### src/hdl/assert_macros.svh
// ----------------------------------------------------------------------------
// Assertion macros
// Shorthand for clocked concurrent assertions with an active-low reset.
// ----------------------------------------------------------------------------
`ifndef ASSERT_MACROS_SVH
`define ASSERT_MACROS_SVH

// Assertion on an explicit clock and active-low reset.
`define ASSERT_CLK(lbl, clk, rst_n, prop, msg) \
  lbl: assert property (@(posedge clk) disable iff (!rst_n) prop) else $error(msg);

// Assertion on the default clock and reset of the block.
`define ASSERT_DEF(lbl, prop, msg) `ASSERT_CLK(lbl, clk_i, rst_ni, prop, msg)

`endif

### src/hdl/pse_pkg.sv
// ----------------------------------------------------------------------------
// Postfix evaluator package
// Shared constants, codes and controller/datapath interface types.
// ----------------------------------------------------------------------------
`default_nettype none

package pse_pkg;

  localparam int unsigned STACK_DEPTH = 16;
  localparam int unsigned CNT_W       = $clog2(STACK_DEPTH + 1);
  localparam int unsigned PTR_W       = $clog2(STACK_DEPTH);
  localparam int unsigned DATA_W      = 32;
  localparam int unsigned DIV_CNT_W   = $clog2(DATA_W);

  typedef enum logic [3:0] {
    FN_NEG = 4'd0,
    FN_MUL = 4'd1,
    FN_DIV = 4'd2,
    FN_MOD = 4'd3,
    FN_ADD = 4'd4,
    FN_SUB = 4'd5,
    FN_LT  = 4'd6,
    FN_GT  = 4'd7,
    FN_LE  = 4'd8,
    FN_GE  = 4'd9,
    FN_EQ  = 4'd10,
    FN_NE  = 4'd11,
    FN_AND = 4'd12,
    FN_OR  = 4'd13,
    FN_XOR = 4'd14
  } func_e;

  typedef enum logic [2:0] {
    ST_OK    = 3'd0,
    ST_FEW   = 3'd1,
    ST_COUNT = 3'd2,
    ST_DIVZ  = 3'd3,
    ST_OVER  = 3'd4
  } status_e;

  typedef enum logic [1:0] {
    RD_TOP    = 2'd0,
    RD_SECOND = 2'd1,
    RD_BOTTOM = 2'd2
  } rd_sel_e;

  typedef struct packed {
    logic    tok_load;
    logic    push;
    logic    set_err;
    status_e err_code;
    rd_sel_e rd_sel;
    logic    load_b;
    logic    load_a;
    logic    div_start;
    logic    wr_result;
    logic    emit;
  } ctrl_cmd_t;

  typedef struct packed {
    logic       err_none;
    logic       cnt_zero;
    logic       cnt_lt2;
    logic       cnt_full;
    logic       is_op;
    logic [3:0] func;
    logic       last;
    logic       b_zero;
    logic       div_done;
    logic       out_free;
  } dp_status_t;

endpackage

`default_nettype wire

### src/hdl/pse_divider.sv
// ----------------------------------------------------------------------------
// Iterative unsigned divider
// Restoring division, one quotient bit per cycle.
// ----------------------------------------------------------------------------
`default_nettype none

module pse_divider
  import pse_pkg::*;
(
  input  logic              clk_i,
  input  logic              rst_ni,
  input  logic              start_i,
  input  logic [DATA_W-1:0] dividend_i,
  input  logic [DATA_W-1:0] divisor_i,
  output logic              done_o,
  output logic [DATA_W-1:0] quotient_o,
  output logic [DATA_W-1:0] remainder_o
);

  logic                 busy_q, busy_d;
  logic                 done_q, done_d;
  logic [DIV_CNT_W-1:0] cnt_q, cnt_d;
  logic [DATA_W-1:0]    quo_q, rem_q, dsr_q;
  logic [DATA_W:0]      rem_shift;
  logic [DATA_W:0]      diff;

  assign rem_shift = {rem_q, quo_q[DATA_W-1]};
  assign diff      = rem_shift - {1'b0, dsr_q};

  always_comb begin
    busy_d = busy_q;
    done_d = 1'b0;
    cnt_d  = cnt_q;
    if (start_i) begin
      busy_d = 1'b1;
      cnt_d  = DIV_CNT_W'(DATA_W - 1);
    end else if (busy_q) begin
      if (cnt_q == '0) begin
        busy_d = 1'b0;
        done_d = 1'b1;
      end else begin
        cnt_d = cnt_q - DIV_CNT_W'(1);
      end
    end
  end

  always_ff @(posedge clk_i or negedge rst_ni) begin
    if (!rst_ni) begin
      busy_q <= 1'b0;
      done_q <= 1'b0;
      cnt_q  <= '0;
    end else begin
      busy_q <= busy_d;
      done_q <= done_d;
      cnt_q  <= cnt_d;
    end
  end

  always_ff @(posedge clk_i) begin
    if (start_i) begin
      quo_q <= dividend_i;
      rem_q <= '0;
      dsr_q <= divisor_i;
    end else if (busy_q) begin
      quo_q <= {quo_q[DATA_W-2:0], ~diff[DATA_W]};
      rem_q <= diff[DATA_W] ? rem_shift[DATA_W-1:0] : diff[DATA_W-1:0];
    end
  end

  assign done_o      = done_q;
  assign quotient_o  = quo_q;
  assign remainder_o = rem_q;

endmodule

`default_nettype wire

### src/hdl/pse_datapath.sv
// ----------------------------------------------------------------------------
// Postfix evaluator datapath
// Token register, operand stack memory, ALU, divider and result register.
// ----------------------------------------------------------------------------
`default_nettype none

module pse_datapath
  import pse_pkg::*;
(
  input  logic              clk_i,
  input  logic              rst_ni,
  input  logic [DATA_W-1:0] tok_value_i,
  input  logic              tok_is_op_i,
  input  logic [3:0]        tok_func_i,
  input  logic              tok_last_i,
  input  ctrl_cmd_t         cmd_i,
  output dp_status_t        sts_o,
  input  logic              out_ready_i,
  output logic              out_valid_o,
  output logic [DATA_W-1:0] out_value_o,
  output logic [2:0]        out_status_o
);

  // Token register.
  logic              is_op_q, last_q;
  logic [3:0]        func_q;
  logic [DATA_W-1:0] val_q;

  always_ff @(posedge clk_i) begin
    if (cmd_i.tok_load) begin
      is_op_q <= tok_is_op_i;
      func_q  <= tok_func_i;
      val_q   <= tok_value_i;
      last_q  <= tok_last_i;
    end
  end

  // Stack count and sticky error.
  logic [CNT_W-1:0] cnt_q, cnt_d;
  status_e          err_q, err_d;
  logic [CNT_W-1:0] cnt_m1, cnt_m2;
  logic [PTR_W-1:0] top_idx, second_idx;

  assign cnt_m1     = cnt_q - CNT_W'(1);
  assign cnt_m2     = cnt_q - CNT_W'(2);
  assign top_idx    = cnt_m1[PTR_W-1:0];
  assign second_idx = cnt_m2[PTR_W-1:0];

  always_comb begin
    cnt_d = cnt_q;
    err_d = err_q;
    if (cmd_i.emit) begin
      cnt_d = '0;
      err_d = ST_OK;
    end else begin
      if (cmd_i.push) begin
        cnt_d = cnt_q + CNT_W'(1);
      end else if (cmd_i.wr_result && (func_q != FN_NEG)) begin
        cnt_d = cnt_m1;
      end
      if (cmd_i.set_err) begin
        err_d = cmd_i.err_code;
      end
    end
  end

  always_ff @(posedge clk_i or negedge rst_ni) begin
    if (!rst_ni) begin
      cnt_q <= '0;
      err_q <= ST_OK;
    end else begin
      cnt_q <= cnt_d;
      err_q <= err_d;
    end
  end

  // Operand stack memory, one write and one registered read per cycle.
  logic [DATA_W-1:0] stack_mem [STACK_DEPTH];
  logic [DATA_W-1:0] rdata_q;
  logic [PTR_W-1:0]  rd_addr, wr_addr;
  logic [DATA_W-1:0] wr_data;
  logic              wr_en;

  always_comb begin
    unique case (cmd_i.rd_sel)
      RD_TOP:    rd_addr = top_idx;
      RD_SECOND: rd_addr = second_idx;
      RD_BOTTOM: rd_addr = '0;
      default:   rd_addr = top_idx;
    endcase
  end

  always_ff @(posedge clk_i) begin
    if (wr_en) begin
      stack_mem[wr_addr] <= wr_data;
    end
    rdata_q <= stack_mem[rd_addr];
  end

  // Operand registers.
  logic [DATA_W-1:0] a_q, b_q;

  always_ff @(posedge clk_i) begin
    if (cmd_i.load_b) begin
      b_q <= rdata_q;
    end
    if (cmd_i.load_a) begin
      a_q <= rdata_q;
    end
  end

  // ALU for everything but division and modulo.
  logic [DATA_W-1:0] alu_res;

  always_comb begin
    unique case (func_q)
      FN_NEG:  alu_res = '0 - b_q;
      FN_MUL:  alu_res = a_q * b_q;
      FN_ADD:  alu_res = a_q + b_q;
      FN_SUB:  alu_res = a_q - b_q;
      FN_LT:   alu_res = DATA_W'($signed(a_q) < $signed(b_q));
      FN_GT:   alu_res = DATA_W'($signed(b_q) < $signed(a_q));
      FN_LE:   alu_res = DATA_W'(!($signed(b_q) < $signed(a_q)));
      FN_GE:   alu_res = DATA_W'(!($signed(a_q) < $signed(b_q)));
      FN_EQ:   alu_res = DATA_W'(a_q == b_q);
      FN_NE:   alu_res = DATA_W'(a_q != b_q);
      FN_AND:  alu_res = DATA_W'((a_q != '0) && (b_q != '0));
      FN_OR:   alu_res = DATA_W'((a_q != '0) || (b_q != '0));
      default: alu_res = a_q ^ b_q;
    endcase
  end

  // Division works on magnitudes; signs are restored afterwards.
  logic [DATA_W-1:0] mag_a, mag_b, quo, rem, div_res;
  logic              div_done;

  assign mag_a = a_q[DATA_W-1] ? ('0 - a_q) : a_q;
  assign mag_b = b_q[DATA_W-1] ? ('0 - b_q) : b_q;

  pse_divider u_divider (
    .clk_i       (clk_i),
    .rst_ni      (rst_ni),
    .start_i     (cmd_i.div_start),
    .dividend_i  (mag_a),
    .divisor_i   (mag_b),
    .done_o      (div_done),
    .quotient_o  (quo),
    .remainder_o (rem)
  );

  always_comb begin
    if (func_q == FN_DIV) begin
      div_res = (a_q[DATA_W-1] ^ b_q[DATA_W-1]) ? ('0 - quo) : quo;
    end else begin
      div_res = a_q[DATA_W-1] ? ('0 - rem) : rem;
    end
  end

  // Stack write port.
  logic is_div;

  assign is_div  = (func_q == FN_DIV) || (func_q == FN_MOD);
  assign wr_en   = cmd_i.push || cmd_i.wr_result;

  always_comb begin
    if (cmd_i.push) begin
      wr_addr = cnt_q[PTR_W-1:0];
      wr_data = val_q;
    end else begin
      wr_addr = (func_q == FN_NEG) ? top_idx : second_idx;
      wr_data = is_div ? div_res : alu_res;
    end
  end

  // Result register; it frees up on the same cycle the beat is taken.
  logic              out_valid_q, out_valid_d;
  logic [DATA_W-1:0] out_value_q;
  status_e           out_status_q;
  status_e           fin_status;

  always_comb begin
    if (err_q != ST_OK) begin
      fin_status = err_q;
    end else if (cnt_q != CNT_W'(1)) begin
      fin_status = ST_COUNT;
    end else begin
      fin_status = ST_OK;
    end
  end

  always_comb begin
    out_valid_d = out_valid_q;
    if (cmd_i.emit) begin
      out_valid_d = 1'b1;
    end else if (out_ready_i) begin
      out_valid_d = 1'b0;
    end
  end

  always_ff @(posedge clk_i or negedge rst_ni) begin
    if (!rst_ni) begin
      out_valid_q <= 1'b0;
    end else begin
      out_valid_q <= out_valid_d;
    end
  end

  always_ff @(posedge clk_i) begin
    if (cmd_i.emit) begin
      out_status_q <= fin_status;
      out_value_q  <= (fin_status == ST_OK) ? rdata_q : '0;
    end
  end

  assign out_valid_o  = out_valid_q;
  assign out_value_o  = out_value_q;
  assign out_status_o = out_status_q;

  always_comb begin
    sts_o.err_none = (err_q == ST_OK);
    sts_o.cnt_zero = (cnt_q == '0);
    sts_o.cnt_lt2  = (cnt_q < CNT_W'(2));
    sts_o.cnt_full = (cnt_q >= CNT_W'(STACK_DEPTH));
    sts_o.is_op    = is_op_q;
    sts_o.func     = func_q;
    sts_o.last     = last_q;
    sts_o.b_zero   = (b_q == '0);
    sts_o.div_done = div_done;
    sts_o.out_free = !out_valid_q || out_ready_i;
  end

endmodule

`default_nettype wire

### src/hdl/pse_controller.sv
// ----------------------------------------------------------------------------
// Postfix evaluator controller
// Sequences one token at a time through decode, operand fetch and execute.
// ----------------------------------------------------------------------------
`default_nettype none

module pse_controller
  import pse_pkg::*;
(
  input  logic       clk_i,
  input  logic       rst_ni,
  input  logic       in_valid_i,
  output logic       in_ready_o,
  input  dp_status_t sts_i,
  output ctrl_cmd_t  cmd_o
);

  typedef enum logic [7:0] {
    S_IDLE     = 8'b0000_0001,
    S_DECODE   = 8'b0000_0010,
    S_LOAD_B   = 8'b0000_0100,
    S_LOAD_A   = 8'b0000_1000,
    S_ALU      = 8'b0001_0000,
    S_DIV_WAIT = 8'b0010_0000,
    S_END_TOK  = 8'b0100_0000,
    S_EMIT     = 8'b1000_0000
  } state_e;

  state_e state_q, state_d;
  logic   is_div;

  assign is_div = (sts_i.func == FN_DIV) || (sts_i.func == FN_MOD);

  always_comb begin
    state_d        = state_q;
    in_ready_o     = 1'b0;
    cmd_o          = '0;
    cmd_o.err_code = ST_OK;
    cmd_o.rd_sel   = RD_TOP;

    unique case (state_q)
      S_IDLE: begin
        in_ready_o     = 1'b1;
        cmd_o.tok_load = in_valid_i;
        if (in_valid_i) begin
          state_d = S_DECODE;
        end
      end

      S_DECODE: begin
        state_d = S_END_TOK;
        if (!sts_i.err_none) begin
          state_d = S_END_TOK;
        end else if (!sts_i.is_op) begin
          if (sts_i.cnt_full) begin
            cmd_o.set_err  = 1'b1;
            cmd_o.err_code = ST_OVER;
          end else begin
            cmd_o.push = 1'b1;
          end
        end else if (sts_i.func > FN_XOR) begin
          state_d = S_END_TOK;
        end else if (sts_i.func == FN_NEG) begin
          if (sts_i.cnt_zero) begin
            cmd_o.set_err  = 1'b1;
            cmd_o.err_code = ST_FEW;
          end else begin
            state_d = S_LOAD_B;
          end
        end else if (sts_i.cnt_lt2) begin
          cmd_o.set_err  = 1'b1;
          cmd_o.err_code = ST_FEW;
        end else begin
          state_d = S_LOAD_B;
        end
      end

      S_LOAD_B: begin
        cmd_o.load_b = 1'b1;
        cmd_o.rd_sel = RD_SECOND;
        state_d      = (sts_i.func == FN_NEG) ? S_ALU : S_LOAD_A;
      end

      S_LOAD_A: begin
        cmd_o.load_a = 1'b1;
        state_d      = S_ALU;
      end

      S_ALU: begin
        if (is_div) begin
          if (sts_i.b_zero) begin
            cmd_o.set_err  = 1'b1;
            cmd_o.err_code = ST_DIVZ;
            state_d        = S_END_TOK;
          end else begin
            cmd_o.div_start = 1'b1;
            state_d         = S_DIV_WAIT;
          end
        end else begin
          cmd_o.wr_result = 1'b1;
          state_d         = S_END_TOK;
        end
      end

      S_DIV_WAIT: begin
        if (sts_i.div_done) begin
          cmd_o.wr_result = 1'b1;
          state_d         = S_END_TOK;
        end
      end

      S_END_TOK: begin
        cmd_o.rd_sel = RD_BOTTOM;
        state_d      = sts_i.last ? S_EMIT : S_IDLE;
      end

      S_EMIT: begin
        cmd_o.rd_sel = RD_BOTTOM;
        if (sts_i.out_free) begin
          cmd_o.emit = 1'b1;
          state_d    = S_IDLE;
        end
      end

      default: begin
        state_d = S_IDLE;
      end
    endcase
  end

  always_ff @(posedge clk_i or negedge rst_ni) begin
    if (!rst_ni) begin
      state_q <= S_IDLE;
    end else begin
      state_q <= state_d;
    end
  end

endmodule

`default_nettype wire

### src/hdl/postfix_stack_evaluator.sv
// ----------------------------------------------------------------------------
// Postfix stack evaluator
// Evaluates a reverse Polish integer expression streamed in one token a beat.
// ----------------------------------------------------------------------------
// Tokens arrive on the slave stream, one per beat, and are processed one at a
// time: an operand is pushed in the decode state, negation fetches one operand,
// the binary operators fetch two, and division or modulo then wait on
// the bit-serial divider, which produces one quotient bit per cycle.
// A token with tlast set then loads the result register and emits one result
// beat holding the final value and a status code. The operand stack is a
// 16-entry memory with a single registered read port, so each operand of an
// operator is fetched in a cycle of its own. The result register decouples
// the master side: new tokens are taken while a result beat still waits, and
// only the next tlast token waits for it to drain. After any error the rest
// of the expression is skipped and the tlast token reports the first error
// seen; the block then starts clean.
// ----------------------------------------------------------------------------
`default_nettype none

`include "assert_macros.svh"

module postfix_stack_evaluator
  import pse_pkg::*;
(
  input  logic        clk_i,
  input  logic        rst_ni,
  // Token stream.
  input  logic        s_axis_tvalid_i,
  output logic        s_axis_tready_o,
  input  logic [31:0] s_axis_tdata_i,   // [31:0] operand_value
  input  logic [4:0]  s_axis_tuser_i,   // [0] is_operator, [4:1] func
  input  logic        s_axis_tlast_i,   // last
  // Result stream.
  output logic        m_axis_tvalid_o,
  input  logic        m_axis_tready_i,
  output logic [31:0] m_axis_tdata_o,   // [31:0] result_value
  output logic [2:0]  m_axis_tuser_o    // [2:0] status
);

  ctrl_cmd_t  cmd;
  dp_status_t sts;

  // The controller owns sequencing; the datapath holds every stored value.
  pse_controller u_controller (
    .clk_i      (clk_i),
    .rst_ni     (rst_ni),
    .in_valid_i (s_axis_tvalid_i),
    .in_ready_o (s_axis_tready_o),
    .sts_i      (sts),
    .cmd_o      (cmd)
  );

  pse_datapath u_datapath (
    .clk_i        (clk_i),
    .rst_ni       (rst_ni),
    .tok_value_i  (s_axis_tdata_i),
    .tok_is_op_i  (s_axis_tuser_i[0]),
    .tok_func_i   (s_axis_tuser_i[4:1]),
    .tok_last_i   (s_axis_tlast_i),
    .cmd_i        (cmd),
    .sts_o        (sts),
    .out_ready_i  (m_axis_tready_i),
    .out_valid_o  (m_axis_tvalid_o),
    .out_value_o  (m_axis_tdata_o),
    .out_status_o (m_axis_tuser_o)
  );

  // Once a token beat is taken, tready drops while the sequencer works on it.
  `ASSERT_DEF(a_one_token_at_a_time, (s_axis_tvalid_i && s_axis_tready_o) |=> !s_axis_tready_o, "token accepted while busy")
  // A result beat only appears after the controller asked for it.
  `ASSERT_DEF(a_result_from_emit, $rose(m_axis_tvalid_o) |-> $past(cmd.emit), "result beat without emit")
  // The divider is never started on a zero divisor.
  `ASSERT_DEF(a_no_zero_divide, cmd.div_start |-> !sts.b_zero, "divider started with zero divisor")
  // Any error status carries a zero value.
  `ASSERT_DEF(a_error_value_zero, (m_axis_tvalid_o && (m_axis_tuser_o != ST_OK)) |-> (m_axis_tdata_o == '0), "nonzero value with error status")

endmodule

`default_nettype wire
### config.mk
export PLATFORM = sky130hd
export DESIGN_NAME = postfix_stack_evaluator
export DESIGN_NICKNAME = d
export VERILOG_FILES = /design/src/hdl/pse_pkg.sv /design/src/hdl/pse_divider.sv /design/src/hdl/pse_datapath.sv /design/src/hdl/pse_controller.sv /design/src/hdl/postfix_stack_evaluator.sv
export VERILOG_INCLUDE_DIRS = /design/src /design/src/hdl
export SDC_FILE = /design/constraint.sdc
export NUM_CORES = 2
export LEC_CHECK = 0
export BUFFER_PORTS_ARGS = -buffer_cell sky130_fd_sc_hd__buf_4
export CAP_MARGIN = 15
export CORE_ASPECT_RATIO = 0.8
export CORE_UTILIZATION = 55
export DETAILED_ROUTE_END_ITERATION = 10
export PLACE_DENSITY = 0.73
export RECOVER_POWER = 25
export SLEW_MARGIN = 15
export SYNTH_ARGS = -nofsm -noshare
export SYNTH_HDL_FRONTEND = slang
export SYNTH_SLANG_ARGS = --single-unit
### constraint.sdc
create_clock -name clk_i -period 11.78 [get_ports clk_i]
set_input_delay 1.178 -clock clk_i [delete_from_list [all_inputs] [get_ports clk_i]]
set_output_delay 1.178 -clock clk_i [all_outputs]
set_load 0.02 [all_outputs]
== Yosys cells after proc, flatten, opt, wreduce, memory -nomap -nowiden ==
Memory sizes are Yosys's and may differ from the RTL's. A register that Yosys moved wholly into a read port is not among the register bits.
Cells that the tools add are included.

* $add $sub $neg: 11
* Multipliers: 1
* $lt $le $gt $ge: 5
* Equality and inequality tests: 30
* Mux-type cells: 74
* Bitwise gates (word level): 3
* Reductions and logical operators: 26

{| class="wikitable"
|+ Operator list
! operator !! number
|-
| $pmux 32 s12 || 1
|-
| $mux 32 || 9
|-
| $sub 1x32->32 const A || 4
|-
| $lt 32x32->1 || 2
|-
| $mux 8 || 8
|-
| $pmux 8 s8 || 1
|-
| $reduce_bool 32->1 || 2
|-
| $mux 4 || 10
|-
| $mux 5 || 8
|-
| $sub 33x32->33 || 1
|-
| $add 32x32->32 || 1
|-
| $eq 32x32->1 || 1
|-
| $logic_not 32->1 || 1
|-
| $mul 32x32->32 || 1
|-
| $ne 32x32->1 || 1
|-
| $sub 32x32->32 || 1
|-
| $xor 32x32->32 || 1
|-
| $mux 31 || 1
|-
| $mux 7 || 4
|-
| $eq 4x4->1 const B || 6
|-
| $mux 1 || 24
|-
| $eq 4x3->1 const B || 4
|-
| $pmux 4 s2 || 2
|-
| $logic_not 5->1 || 2
|-
| 38 further kinds || 54
|}

* Register bits after elaboration: 257
* Memory bits (writable): 512
* Memories kept: 1

{| class="wikitable"
|+ Memories
! memory !! depth !! bits a word !! read ports !! clocked after memory_dff !! wr ports !! RTL line !! source
|-
| u_datapath.stack_mem || 16 || 32 || 1 || 1 || 1 || pse_datapath.sv:78 || <nowiki>logic [DATA_W-1:0] stack_mem [STACK_DEPTH];</nowiki>
|}

== Longest topological paths before layout ==
* Word-level depth: 10
* Mapped depth: 31

== Cells and area by module ==
A second synthesis with hierarchy kept.

* Cells, all modules: 4931
* Area total of the unflattened synthesis: 55431.9 sq um

{| class="wikitable"
|+ Modules (own cells, without submodules)
! module !! times used !! cells an instance !! area each (sq um) !! sequential area each (sq um)
|-
| pse_datapath || 1 || 4263 || 48680.4 || 20354.5
|-
| pse_divider || 1 || 583 || 6004.5 || 2737.6
|-
| pse_controller || 1 || 85 || 747.0 || 201.4
|}

== Worst setup path after synthesis ==
Ideal clock, no wire load.

* Path kind: register to register
* From: register u_datapath.b_q[5]
* To: memory u_datapath.stack_mem[0][30] (data pin)
* Library setup time: 0.359 ns
* Data arrival time: 7.794 ns
* Data required time: 11.421 ns
* Setup slack: 3.627 ns
* Cell stages (with the launch flop): 29
* Path buffers: 2
* Cell sequence: edfxtp_1 clkbuf_1 inv_1 clkbuf_1 nor2_1 fa_1 fa_1 fa_1 inv_1 fa_1 inv_1 fa_1 inv_1 fa_1 inv_1 fa_1 fa_1 ha_1 a21o_1 a21o_1 a21oi_1 o21ai_0 a2111oi_0 a21oi_1 o41ai_1 mux2i_1 a21oi_1 o21ai_0 o211ai_1

* Cells in the longest elaborated chain, start to end: 4

{| class="wikitable"
|+ RTL lines
! item !! RTL line !! source
|-
| start: declaration || pse_datapath.sv:101 || <nowiki>logic [DATA_W-1:0] a_q, b_q;</nowiki>
|-
| start signal: assignment || pse_datapath.sv:105 || <nowiki>b_q <= rdata_q;</nowiki>
|-
| $mul 32x32->32 (tied with other cells) || pse_datapath.sv:118 || <nowiki>FN_MUL: alu_res = a_q * b_q;</nowiki>
|-
| $pmux 32 s12 * || pse_datapath.sv:116 || <nowiki>unique case (func_q)</nowiki>
|-
| $mux 32 * || pse_datapath.sv:171 || <nowiki>wr_data = is_div ? div_res : alu_res;</nowiki>
|-
| $mux 32 * || pse_datapath.sv:166 || <nowiki>if (cmd_i.push) begin</nowiki>
|-
| named net u_datapath.wr_data[30] || pse_datapath.sv:81 || <nowiki>logic [DATA_W-1:0] wr_data;</nowiki>
|-
| end: declaration || pse_datapath.sv:78 ||
|}

Mark *: on every way through the listed nets, which the timed path passes. The rest lies on a longest branch.

== Final worst setup path ==
* From: register u_datapath.b_q[5]
* To: memory u_datapath.stack_mem[10][28] (data pin)

Same word-level chain as after synthesis.

==> run metrics <==
R2R Setup Slk=between 1.5 and 2 ns; mapped cell area=0.0555 mm^2; io pins=a little under 80; initial cell density of the core=55.8%; highest clock rate=0.0987 GHz; Pleak=around 24 nW; Starting DRT DRC Count=between 6000 and 7000; ys async rst share=under 10%; TritonCTS Buffers=82; TritonRoute pass-1 iters=7; cell mode on critical path=fa_1; total gr overflow=0; share of cells above drive strength 1=~6%; most common cell after layout, fill and taps aside=edfxtp_1; first-pass GRT wire length=around 280 mm; Die Ht=286 um; die width=357 um; vias in the first global route=40500; WL final=about 190 mm; hold_buf cts=0; crit path max fanout=23; Avg Cell Area, Syn=just over 10 um^2; DRC Markers=0; Synth Instances=between 5000 and 6000; largest net degree at the start of global routing=194; status=complete, but fails checks; Yosys reg bits=801; fin nets=about 6100; antenna violations before repair=16; register area share after synthesis=a little over two fifths; failing checks=max-capacitance violations, max-slew violations; post-synthesis net count=6096; final hold vios=0; Synthesis Warnings=0; CP required=12.10 ns; most frequent cells in the layout=713 x edfxtp_1, 653 x nand2_1, 522 x inv_1; measured slew at the worst slew-check pin=around 3 ns; # port buffers=approximately 80; # Post-CTS Setup Buffers=0; crit path time final=10.13 ns; CP bufs+invs=5; H-Tree Depth=3; fin crit share=86.0%; Rows=about 100; max cap viols=10; RSZ-0062 raised after global routing=no; dominant synthesized flop cell=edfxtp_1; Finish-stage setup viols=0; total power draw=~12 mW; CP arrival=10.45 ns; WL/cell=approximately 28 um; Slew headroom=-97.6%; crit end category=flop; root buffer cell=clkbuf_16; CP delay by family, top=adder cells; clk_skew=around 0.038 ns; HPWL Detailed=between 100 and 150 mm; Pwr Density=202 mW/mm^2; Hold Path Class=flop to flop; GRT Total Usage=between 30% and 40%; Area Overhead vs Synth=8.33%; startpoint types=flop; die area=between 0.1 and 0.15 mm^2; crit path max-delay cell type=a2111oi_1; antenna viol nets, final=0; Unique masters post-synth=between 90 and 100; vias per cell=about 6.4; clock sinks=about 800; clk_lat worst skew=~0.7 ns; Peak VDD IR=around 0.00037 V; CTS Buffer Depth=3; routed vias=42800; Final Wtd Congestion=1.07; EDFF count, synth=~710; final max-slew violation count=380; slowest stage delay, CP=about 1.1 ns; core area=0.0994 mm^2; setup TNS=0 ns; CTS tree=done; PostCTS Resize Cnt=0; clock-pin slew on the worst setup and hold paths=0.06 ns; critical path class=flop to flop
[cell usage after synthesis (42+ instances only)]
| cell | count | area (um^2) |
|---|---|---|
| nand2_1 | 653 | 2450 |
| buf_1 | 42 | 158 |
| edfxtp_1 | 713 | 21400 |
| a21o_1 | 52 | 390 |
| and2_1 | 128 | 801 |
| and3_1 | 47 | 294 |
| clkbuf_1 | 269 | 1010 |
| nor3_1 | 57 | 285 |
| a21oi_1 | 268 | 1340 |
| a31oi_1 | 88 | 551 |
| o21ai_0 | 187 | 936 |
| nand3_1 | 43 | 215 |
| a311oi_1 | 67 | 587 |
| xnor2_1 | 214 | 1870 |
| inv_1 | 523 | 1960 |
| a211oi_1 | 177 | 1330 |
| fa_1 | 411 | 8230 |
| xor2_1 | 69 | 604 |
| dfxtp_1 | 64 | 1280 |
| o31ai_1 | 42 | 315 |
| nor2_1 | 503 | 1890 |
| ha_1 | 263 | 3290 |
[layout make-up]
type	count	area (um^2)
fillers	8149	39300
repair buffers	198	1320
clock inverters	45	434
flip-flops and latches	801	23300
well taps	1312	1640
diodes	8	20.0
clock buffers	108	2270
multi-input cells	3713	29100
inverters	542	2030
[flip-flops by register name (all words and copies together), names as in the netlist, 3 cells and up]
register / cells
u_controller.state_q: 8
u_datapath.a_q: 32
u_datapath.b_q: 32
u_datapath.cnt_q: 5
u_datapath.err_q: 3
u_datapath.func_q: 4
u_datapath.out_status_o: 3
u_datapath.out_value_o: 32
u_datapath.rdata_q: 32
u_datapath.stack_mem: 512
u_datapath.u_divider.cnt_q: 5
u_datapath.u_divider.dsr_q: 32
u_datapath.u_divider.quotient_o: 32
u_datapath.u_divider.remainder_o: 32
u_datapath.val_q: 32
[path summary, 6_finish.rpt]
path	to	cells past startpoint	start
max	u_datapath.stack_mem[10][28]	26	u_datapath.b_q[5]
min	u_datapath.a_q[23]	0	u_datapath.rdata_q[23]
max reg2reg	u_datapath.stack_mem[10][28]	26	u_datapath.b_q[5]
min reg2reg	u_datapath.a_q[23]	0	u_datapath.rdata_q[23]
max in group asynchronous	u_datapath.u_divider.busy_q	1	rst_ni
min in group asynchronous	u_datapath.out_valid_o	1	rst_ni
[worst reg2reg max path: cells and delay by family (launching register included)]
family	cells	cell delay, ns
flops	1	0.63
fa+ha+maj	9	4.32
compound gates	9	3.33
buf+inv	5	1.02
simple gates	2	0.28
xor+xnor	1	0.20
[through the flow]
| stage | worst slack (ns) | hold WS [ns] | area [um^2] | util (%) | cells |
|---|---|---|---|---|---|
| finish | 1.65 | 0.465 | 60100 | 60.5 | 6727 |
| global route | 1.40 | 0.470 | 60100 | 60.5 | 6720 |
| CTS | 1.86 | 0.363 | 60400 | 60.7 | 6718 |
| detailed placement | 1.90 | 0.448 | 57700 | 58.0 | 6565 |
| global placement | 2.01 | 0.436 | 57700 | 58.0 | 6565 |
| floorplan | 3.63 | 0.417 | 55500 | - | 5380 |
[report_power, final]
group          switching, mW  total, mW  internal, mW
Clock                   1.17       2.64          1.47
Sequential             0.214       3.77          3.56
Combinational           3.90       5.71          1.81
[metal layers]
metal	vias up	GRT usage (%)	part of all wire [%]
met4	16	11.8	3.7
met5	-	0	0.057
met3	409	12.3	14
met1	21200	55.9	42
met2	2780	51.1	40
li1	18400	-	-
[logic make-up (layout without fill, tap and decap cells)]
kind of cell / after synthesis / in the layout / synth area share [%]
AND/OR/NAND/NOR: 1621 / 1621 / 13.1
AO/OA/AOI/OAI: 1089 / 1089 / 12.9
buffers and inverters: 866 / 893 / 5.91
flip-flops: 801 / 801 / 42.0
adder cells (fa/ha/maj): 675 / 675 / 20.8
XOR/XNOR: 285 / 285 / 4.53
multiplexers: 43 / 43 / 0.805
other: 0 / 8 / 0
No activity file was read; power rests on OpenSTA's default activity.
